File: src/hdl/aap_ram.sv
module aap_ram #(
    parameter int WIDTH = 8,
    parameter int DEPTH = 32
) (
    input  logic                     i_clk,
    input  logic                     i_wr_en,
    input  logic [$clog2(DEPTH)-1:0] i_wr_addr,
    input  logic [WIDTH-1:0]         i_wr_data,
    input  logic [$clog2(DEPTH)-1:0] i_rd_addr,
    output logic [WIDTH-1:0]         o_rd_data
);

    logic [WIDTH-1:0] r_mem [DEPTH];
    logic [WIDTH-1:0] r_rd_data;

    always_ff @(posedge i_clk) begin
        if (i_wr_en) begin
            r_mem[i_wr_addr] <= i_wr_data;
        end
        r_rd_data <= r_mem[i_rd_addr];
    end

    assign o_rd_data = r_rd_data;

endmodule

File: config.mk
export PLATFORM = sky130hd
export DESIGN_NAME = aap_ram
export DESIGN_NICKNAME = d
export VERILOG_FILES = /design/src/hdl/aap_ram.sv
export SDC_FILE = /design/constraint.sdc
export NUM_CORES = 1
export LEC_CHECK = 0
export ABC_AREA = 0
export BUFFER_PORTS_ARGS = -buffer_cell sky130_fd_sc_hd__buf_4
export CAP_MARGIN = 20
export CORE_UTILIZATION = 60
export DETAILED_ROUTE_END_ITERATION = 12
export PLACE_DENSITY_LB_ADDON = 0.25
export SLEW_MARGIN = 15
export SYNTH_ARGS = -nofsm -noshare
export SYNTH_HDL_FRONTEND = slang
export SYNTH_SLANG_ARGS = --single-unit
File: constraint.sdc
create_clock -name i_clk -period 6.4 [get_ports i_clk]
set_input_delay 0.64 -clock i_clk [delete_from_list [all_inputs] [get_ports i_clk]]
set_output_delay 0.64 -clock i_clk [all_outputs]
set_load 0.01 [all_outputs]
==> qor.csv <==
stage;metric;value;unit
clock_tree;cts_setup_buffers;0;
place;gp_congestion;0.7448;
critical_path;path_cells;buf_4 > buf_4 > mux4_2 > mux4_2 > mux2_2;
critical_path;cp-start-kind;input port;
sta;period_share;44.68;%
global_routing;grt_max_degree;65;
floorplanning;io_pins;28;
finish;final-seq-area;7848;sq um
clock_tree;htreeDepth;1;
sta;maxSlewViolCount;0;
hold_path;hp-class;input port to flip-flop;
power_and_ir_drop;p_int;2.801;mW
sta;maxSlewHeadroom;29.94;%
sta;layout_min_cycle_time;2.859;ns
critical_path;worstPathMaxFanout;40;
logic_synthesis;ys_ff_latch;264;
critical_path;endpoint_kind;flip-flop;
critical_path;cp.depth;5;
clock_tree;cts_sinks;264;
logic_synthesis;synth.avg_cell_area;24.11;sq um
sta;final_hold_viol_count;0;
finish;fin_nets;472;
routing;vias_per_cell;6.597;
power_and_ir_drop;pwr-share-comb;5.1;%
sta;finalSetupViolCount;0;
power_and_ir_drop;p_leak;3.476;nW
power_and_ir_drop;vdd_drop_max;211.5;uV
sta;worstMarginPinSlew;1.047;ns
logic_synthesis;syn_nets;437;
routing;routed_wl;20.40;mm
hold_path;hold_path.startpoint;i_rd_addr[3];
logic_synthesis;syn-cell-area;10050;sq um
power_and_ir_drop;netSwitchingPower;718.4;uW
power_and_ir_drop;switching_share;20.41;%
logic_synthesis;synth_top_area_share;76.47;%
logic_synthesis;yosys_warnings;0;
logic_synthesis;synth_top_area_cell;edfxtp_1;
clock_tree;ctsRootBufferMaster;clkbuf_16;
clock_tree;numCtsBuffers;25;
critical_path;r2r_end;o_rd_data[4]$_DFF_P_;
sta;fmax;0.3497;GHz
logic_synthesis;ys_types;15;
critical_path;timing.critical_path.slowest_cell_delay;0.63;ns
finish;antenna_cells_inserted;0;
finish;fillers;977;
place;dp_hpwl;11.80;mm
global_routing;track_usage;24.70;%
finish;area_delta_synth_final;11.46;%
floorplanning;std_cell_rows;46;
logic_synthesis;ys_seq_area_share;78.06;%
sta;fin_tns_setup;0;ns
global_routing;overflow;0;
clock_tree;cts-hold-fix-buffers;0;
floorplanning;die_w;131.4;um
critical_path;crit_type;input port to flip-flop;
critical_path;rr_startpoint;r_mem[21][4]$_DFFE_PP_;
floorplanning;die_h;131.4;um
power_and_ir_drop;p_per_area;314.0;nW/um^2
clock_tree;cts_resized;0;
clock_tree;clkTransAtPathRegs;0.06;ns
critical_path;reg2reg_depth;3;
global_routing;grt_first_pass_wirelength;30.15;mm
finish;drive_gt1_share;32.48;%
routing;vias;4532;
critical_path;worstSetupEndpoint;o_rd_data[7]$_DFF_P_;
routing;avgRoutedWirePerCell;29.69;um
floorplanning;core_region_area;16120;sq um
logic_synthesis;synth_area_leaders;edfxtp_1 76%, mux4_2 18%, dfxtp_1 1.6%;
finish;multi_input_area;2100;sq um
routing;drt_iter0_drc;581;
power_and_ir_drop;clockPowerShare;40.0;%
clock_tree;cts_max_path_buffers;3;
routing;drt_pass1_iterations;5;
critical_path;required;6.81;ns
place;port_buffers;27;
power_and_ir_drop;p_seq_share;54.9;%
logic_synthesis;syn-instance-count;417;
run;maxCapViolations;0;
global_routing;grt_pass1_vias;4539;
critical_path;cp_data_arrival_time;3.27;ns
sta;skew;0.01201;ns
critical_path;r2r_slack;4.57;ns
global_routing;antenna_found_initial;1;
finish;stdcell_area;11210;sq um
critical_path;critical_path_buf_inv_count;2;
routing;drtAntennaViolNets;0;
sta;rsz0062_at_grt;false;
floorplanning;design.die.area;17280;sq um
outcome;status;finished clean;
floorplanning;start_util;62.38;%
routing;drc;0;
place;placed_cell_area;10430;sq um
critical_path;cp_slowest_cell;buf_4;
critical_path;cp-startpoint;i_rd_addr[0];
critical_path;critPathTopFamily;multiplexers;
clock_tree;clock_latency;0.52;ns
clock_tree;cts_tree;done;
-- state kept, by name (all words and copies together), names as in the netlist --
name       count
o_rd_data      8
r_mem        256
-- worst min-delay path by stage --
| stage | end | cells after the start |
|---|---|---|
| 5_1_grt | o_rd_data[2]$_DFF_P_ | 2 |
| 4_1_cts | o_rd_data[3]$_DFF_P_ | 2 |
| 2_1_floorplan | r_mem[0][0]$_DFFE_PP_ | 0 |
| 3_3_place_gp | o_rd_data[2]$_DFF_P_ | 3 |
| 6_report | o_rd_data[2]$_DFF_P_ | 2 |
| 3_5_place_dp | o_rd_data[3]$_DFF_P_ | 3 |
-- cell usage in the layout (no fill, tap or decap) --
cell / count
mux4_2: 80
clkinvlp_4: 2
inv_6: 1
edfxtp_1: 256
nand3b_1: 5
clkinv_1: 9
clkbuf_1: 3
dfxtp_1: 8
or3_1: 1
or3b_2: 3
bufinv_16: 2
clkbuf_16: 25
clkinv_4: 1
nor2_1: 33
clkinv_2: 3
nand3_1: 2
buf_4: 28
nand2_1: 1
mux2_2: 8
-- metal layers --
layer	up-vias	track usage [%]	part of all wire [%]
met5	-	0	0
met4	0	6.266	1.5
met3	24	4.282	7.4
met2	239	37.74	48
met1	2422	37.88	43
li1	1847	-	-
-- metrics by stage --
stage          hold WS, ns  instances  setup WS [ns]  util (%)  power, mW
5_1_grt             0.4865        687          3.362     69.53      3.611
6_report            0.4905        687          3.541     69.53      3.519
3_3_place_gp        0.8861        641          2.941     64.71      2.144
2_1_floorplan       0.7389        417          3.958         -      2.070
3_5_place_dp        0.9006        641          2.929     64.71      2.150
4_1_cts             0.4835        687          3.471     69.53      3.538
-- area by class of cell --
type                            instances  share of cell area (%)
Clock buffer                           28                   5.683
Clock inverter                         18                   1.262
Multi-Input combinational cell        133                   18.74
Sequential cell                       264                   70.03
Tap cell                              216                   2.412
Timing Repair Buffer                   28                   1.876
-- power by group through the flow --
| stage | Combinational (mW) | Sequential (mW) | Clock, mW |
|---|---|---|---|
| global route | 0.191 | 1.93 | 1.49 |
| CTS | 0.182 | 1.93 | 1.42 |
| floorplan | 0.102 | 1.97 | 0 |
| finish | 0.180 | 1.93 | 1.41 |
| global placement | 0.175 | 1.97 | 0 |
| detailed placement | 0.180 | 1.97 | 0 |
-- cell usage after synthesis --
| cell type | count |
|---|---|
| mux2_2 | 8 |
| buf_2 | 1 |
| nor2_1 | 33 |
| or3_1 | 1 |
| nand2_1 | 1 |
| mux4_2 | 80 |
| nand3_1 | 2 |
| or3b_2 | 3 |
| buf_6 | 1 |
| clkbuf_1 | 6 |
| dfxtp_1 | 8 |
| edfxtp_1 | 256 |
| buf_1 | 6 |
| nand3b_1 | 5 |
| buf_4 | 6 |
-- cells by family after synthesis --
family,Yosys count,synth area share [%]
flops,264,78.06
mux,88,18.82
simple gates,45,2.066
buf+inv,20,1.058
Note: power is estimated with default switching activity, not from simulation.
