[config.mk]
export PLATFORM = sky130hd
export DESIGN_NAME = aap_cell
export DESIGN_NICKNAME = d
export VERILOG_FILES = /design/src/hdl/aap_cell.sv
export SDC_FILE = /design/constraint.sdc
export NUM_CORES = 1
export LEC_CHECK = 0
export BUFFER_PORTS_ARGS = -buffer_cell sky130_fd_sc_hd__buf_4
export CORE_AREA = 2 2 39 41
export CTS_CLUSTER_DIAMETER = 50
export DETAILED_ROUTE_END_ITERATION = 12
export DIE_AREA = 0 0 41 43
export GPL_TIMING_DRIVEN = 0
export SYNTH_ARGS = -nofsm -noshare
export SYNTH_HDL_FRONTEND = slang
export SYNTH_SLANG_ARGS = --single-unit
[constraint.sdc]
create_clock -name i_clk -period 0.9 [get_ports i_clk]
set_input_delay 0.045 -clock i_clk [delete_from_list [all_inputs] [get_ports i_clk]]
set_output_delay 0.045 -clock i_clk [all_outputs]
set_load 0.02 [all_outputs]
[src/hdl/aap_cell.sv]
module aap_cell #(
    parameter int W = 8
) (
    input  logic         i_clk,
    input  logic         i_wr,
    input  logic [W-1:0] i_wr_data,
    input  logic         i_shift,
    input  logic [W-1:0] i_next,
    output logic [W-1:0] o_data
);

    logic [W-1:0] r_data;

    // A direct write only happens while the ring sits at home.
    always_ff @(posedge i_clk) begin
        if (i_wr) begin
            r_data <= i_wr_data;
        end else if (i_shift) begin
            r_data <= i_next;
        end
    end

    assign o_data = r_data;

endmodule

==> results.cfg, run 1 <==
[floorplanning]
rows = 14
die_y_um = 43
die_w_um = 41
io_pins = 27
start_util_pct = 27.3
die_area_um2 = 1760
core_area_um2 = 1380

[logic_synthesis]
synth_top_family_by_area = multiplexers
yosys-mux-area-fraction_pct = 31.8
synthAdderAreaFrac_pct = 0
ys_types = 4
syn_inst = 18
netlist.area_leader.share_pct = 63.6
synth_simple_gate_area_share_pct = 1.66
avgSynthCellArea_um2 = 21.0
ys_top_cells_by_area = edfxtp_1 64%, mux2_4 32%, buf_6 3.0%
synth-xor-area-share_pct = 0
synth_fp_nets = 37
synth-seq-cells = 8
synth_seq_area_share_pct = 63.6
synth_top_cell_by_area = edfxtp_1
synth_compound_area_share_pct = 0
syn_area_um2 = 378
ys_warn_count = 0

[setup_path]
crit_path_start_kind = flip-flop
crit_family = flip-flops
cp.arrival_ns = 0.77
cp.required_ns = 0.85
path_cells = buf_4
cp_max_fo = 1
worst_setup_path_end_kind = primary output
crit_buf_inv = 1
critical_path_class = flip-flop to primary output
critPathMaxStageDelay_ns = 0.36
slowest_stage = edfxtp_1

[sta]
grt_setup_unrepaired = false
setup_viol = 0
period_minus_slack_ns = 0.818
relSlewSlack_pct = 79.7
fmax_mhz = 1220
finalHoldViolCount = 0
finalCritPeriodShare_pct = 90.9
tns_ns = 0
tightest_slew_ns = 0.304
finalMaxSlewViolations = 0

[detailed_routing]
drc = 0
vias = 271
met2_wirelength_um = 366
wl_um = 672
wl_met1_um = 192
top_layer_used = met4
first_pass_iters = 2
wl_met3_um = 90
via_per_inst = 4.37
drt_iter0_markers = 2
ant_nets = 0
post_drt_wl_per_cell_um = 10.8

[pwr]
p_int_mw = 0.751
combPwrFrac_pct = 24.7
pwr-share-seq_pct = 48.4
ir_drop_mv = 0.625
clock_power_share_pct = 26.9
swShare_pct = 22.3
p_sw_mw = 0.216
power.density_nw_per_um2 = 1590
leakage_nw = 0.289

[clocking]
cts-root-buf = clkbuf_4
htreeDepth = 1
clock_path_buffers = 2
cts_setup_buffers = 0
clock-sinks = 8
cts_resized = 0
cts_tree = built
hold_buffers = 0
path_clk_slew_ns = 0.05
cts_buffers = 3

[placement]
place_congestion = 0.660
port_buffers = 25
dp_cells = 59

[finish]
drive_gt1_share_pct = 80.4
final_common_cell = buf_4
largest_reg_flops = 8
final_cell_mix = 25 x buf_4, 8 x mux2_4, 8 x edfxtp_1
n_antenna_cell = 0
area_growth_pct = 60.9
instances_no_fill = 62
layout.nets = 67

[job]
maxCapViolCount = 0

[global_routing]
grt_pass1_wl_um = 952
grtUsageTotal_pct = 8.79
antenna_found_initial = 0
first_global_vias = 253
overflow = 0
grt_start_max_net_pins = 10

[status]
status = finished clean

[min_path]
hp-class = input port to flip-flop
## cells in the mapped netlist, drive strengths merged
cell type / instances
mux2: 8
buf: 1
edfxtp: 8
or2: 1
## metrics by stage
stage | hold WS [ns] | util [%] | worst slack [ns] | cell area, µm² | power [mW]
final | 0.0960 | 43.9 | 0.0821 | 608 | 0.967
after detailed placement | 0.351 | 42.3 | 0.0782 | 586 | 0.717
after floorplan | 0.262 | - | 0.121 | 378 | 0.595
after CTS | 0.0946 | 43.9 | 0.0732 | 608 | 0.975
after global placement | 0.347 | 42.3 | 0.0847 | 586 | 0.710
after global routing | 0.0902 | 43.9 | 0.0611 | 608 | 1.00
## cell type report
cell class                      instances  area (µm²)
Timing Repair Buffer                   25         188
Fill cell                             132         776
Tap cell                               16        20.0
Clock buffer                            3        22.5
Buffer                                  1        11.3
Multi-Input combinational cell          9         126
Sequential cell                         8         240
## power by group through the flow
stage	clock network (mW)	logic, mW	registers, mW
2_1_floorplan	0	0.0643	0.531
3_3_place_gp	0	0.236	0.474
3_5_place_dp	0	0.241	0.476
4_1_cts	0.264	0.241	0.469
5_1_grt	0.280	0.251	0.471
6_report	0.260	0.239	0.469
## worst paths after layout
| path | start | end | slack [ns] | depth (start not counted) |
|---|---|---|---|---|
| max | o_data[3]$_DFFE_PP_ | o_data[3] | 0.08 | 1 |
| min | i_wr_data[6] | o_data[6]$_DFFE_PP_ | 0.1 | 2 |
## metal layers
| metal | track usage (%) | up-vias |
|---|---|---|
| met1 | 8.53 | 122 |
| li1 | - | 125 |
| met3 | 1.57 | 4 |
| met4 | 10.0 | 0 |
| met5 | 0 | - |
| met2 | 13.4 | 20 |
## cells by family (layout without fill, tap and decap cells)
family	after synthesis	after routing
DFF	8	8
and+or+nand+nor	1	1
muxes	8	8
buffers and inverters	1	29
(Power assumes the default switching activity.)
==> inputs of run 2 (changes only) <==
ABC_AREA = 1   (was not set)
==> results.cfg, run 2 <==
[floorplanning]
die_y_um = 43
start_util_pct = 25.4
io_pins = 27
die_area_um2 = 1760
die_w_um = 41
core_area_um2 = 1380
rows = 14

[pwr]
ir_drop_mv = 0.408
leakage_nw = 0.299
power.density_nw_per_um2 = 1660

[finish]
drive_gt1_share_pct = 47.6
n_antenna_cell = 0
area_growth_pct = 65.5
layout.nets = 84
final_common_cell = buf_4
final_cell_mix = 25 x buf_4, 24 x nand2_1, 8 x edfxtp_1
largest_reg_flops = 8

[setup_path]
crit_path_start_kind = flip-flop
critPathMaxStageDelay_ns = 0.36
critical_path_class = flip-flop to primary output
crit_family = flip-flops
path_cells = buf_4
cp.required_ns = 0.85
cp_max_fo = 1
cp.depth = 1
slowest_stage = edfxtp_1
crit_buf_inv = 1
worst_setup_path_end_kind = primary output
cp.arrival_ns = 0.78

[detailed_routing]
drt_iter0_markers = 1
wl_um = 866
post_drt_wl_per_cell_um = 11.0
first_pass_iters = 2
via_per_inst = 4.15
ant_nets = 0
drc = 0
vias = 328

[clocking]
path_clk_slew_ns = 0.06
cts_tree = built
htreeDepth = 1
hold_buffers = 0
clock-sinks = 8
clock_path_buffers = 2
cts-root-buf = clkbuf_4
cts_setup_buffers = 0
cts_resized = 0
cts_buffers = 3

[global_routing]
grt_start_max_net_pins = 11
antenna_found_initial = 0
busiest_layer = met2
grt_pass1_wl_um = 1280
grtUsageTotal_pct = 11.4
use_met3_pct = 1.57
use_met1_pct = 10.9
first_global_vias = 322
met2_usage_pct = 18.4
overflow = 0

[logic_synthesis]
netlist_top_cells_count = 24 x nand2_1, 8 x edfxtp_1, 1 x buf_6, 1 x inv_2, 1 x or2_1
syn_area_um2 = 352
syn_inst = 35
synth_fp_nets = 54
netlist.area_leader.share_pct = 68.3
synth-seq-cells = 8
ys_warn_count = 0
synth.most_common_cell = nand2_1
synth_edf_count = 8
ys_top_cells_by_area = edfxtp_1 68%, nand2_1 26%, buf_6 3.2%
async_reset_ff_share_pct = 0
ys_types = 5
synth_ff_type = edfxtp_1
avgSynthCellArea_um2 = 10.0
synth_seq_area_share_pct = 68.3
synth_top_cell_by_area = edfxtp_1

[job]
maxCapViolCount = 0

[sta]
tightest_slew_ns = 0.347
tns_ns = 0
finalMaxSlewViolations = 0
relSlewSlack_pct = 76.9
finalHoldViolCount = 0
finalCritPeriodShare_pct = 91.8
period_minus_slack_ns = 0.826
setup_viol = 0
hold-worst-slack_ns = 0.0546
fmax_mhz = 1210
grt_setup_unrepaired = false

[min_path]
hold_depth = 3
hp-class = input port to flip-flop

[placement]
port_buffers = 25
place_congestion = 0.612

[status]
status = finished clean
run 2: worst paths after layout:
path	start	end	slack, ns
worst max-delay path	o_data[5]$_DFFE_PP_	o_data[5]	0.07
worst min-delay path	i_next[5]	o_data[5]$_DFFE_PP_	0.05
run 2: area by class of cell:
cell class | count | area [µm²]
clock buffer | 3 | 22.5
sequential | 8 | 240
inverter | 1 | 3.75
timing repair buffer | 25 | 188
buffer | 1 | 11.3
fill | 139 | 802
tap | 16 | 20.0
multi-input combinational | 25 | 96.3
run 2: per-stage QoR:
step           utilization, %  power [mW]  instance area (µm²)  setup slack (ns)  cells
5_1_grt                  42.0        1.00                  582            0.0388     79
4_1_cts                  42.0       0.970                  582            0.0682     79
6_report                 42.0       0.964                  582            0.0742     79
2_1_floorplan               -       0.574                  352             0.138     35
3_3_place_gp             40.4       0.694                  559            0.0620     76
3_5_place_dp             40.4       0.698                  559            0.0590     76
run 2: where the power goes:
group | internal (mW) | leakage, nW | total (mW) | switching (mW)
clock network | 0.153 | 0.0138 | 0.277 | 0.124
registers | 0.458 | 0.0824 | 0.468 | 0.00994
logic | 0.112 | 0.203 | 0.219 | 0.107
total | 0.723 | 0.299 | 0.964 | 0.241
run 2: cell families after synthesis:
kind of cell,Yosys count,share of synthesized area (%)
DFF,8,68.3
and+or+nand+nor,25,27.4
buffers and inverters,2,4.27
run 2: per-layer routing:
| layer | vias to the layer above | wire length, µm |
|---|---|---|
| met4 | 0 | 36 |
| met1 | 137 | 306 |
| met3 | 4 | 102 |
| li1 | 167 | - |
| met2 | 20 | 421 |
| met5 | - | 0 |
run 2: tightest hold or removal path, cell delays in order:
cell and delay [ns]:
buf_4 0.08, nand2_1 0.04, nand2_1 0.04
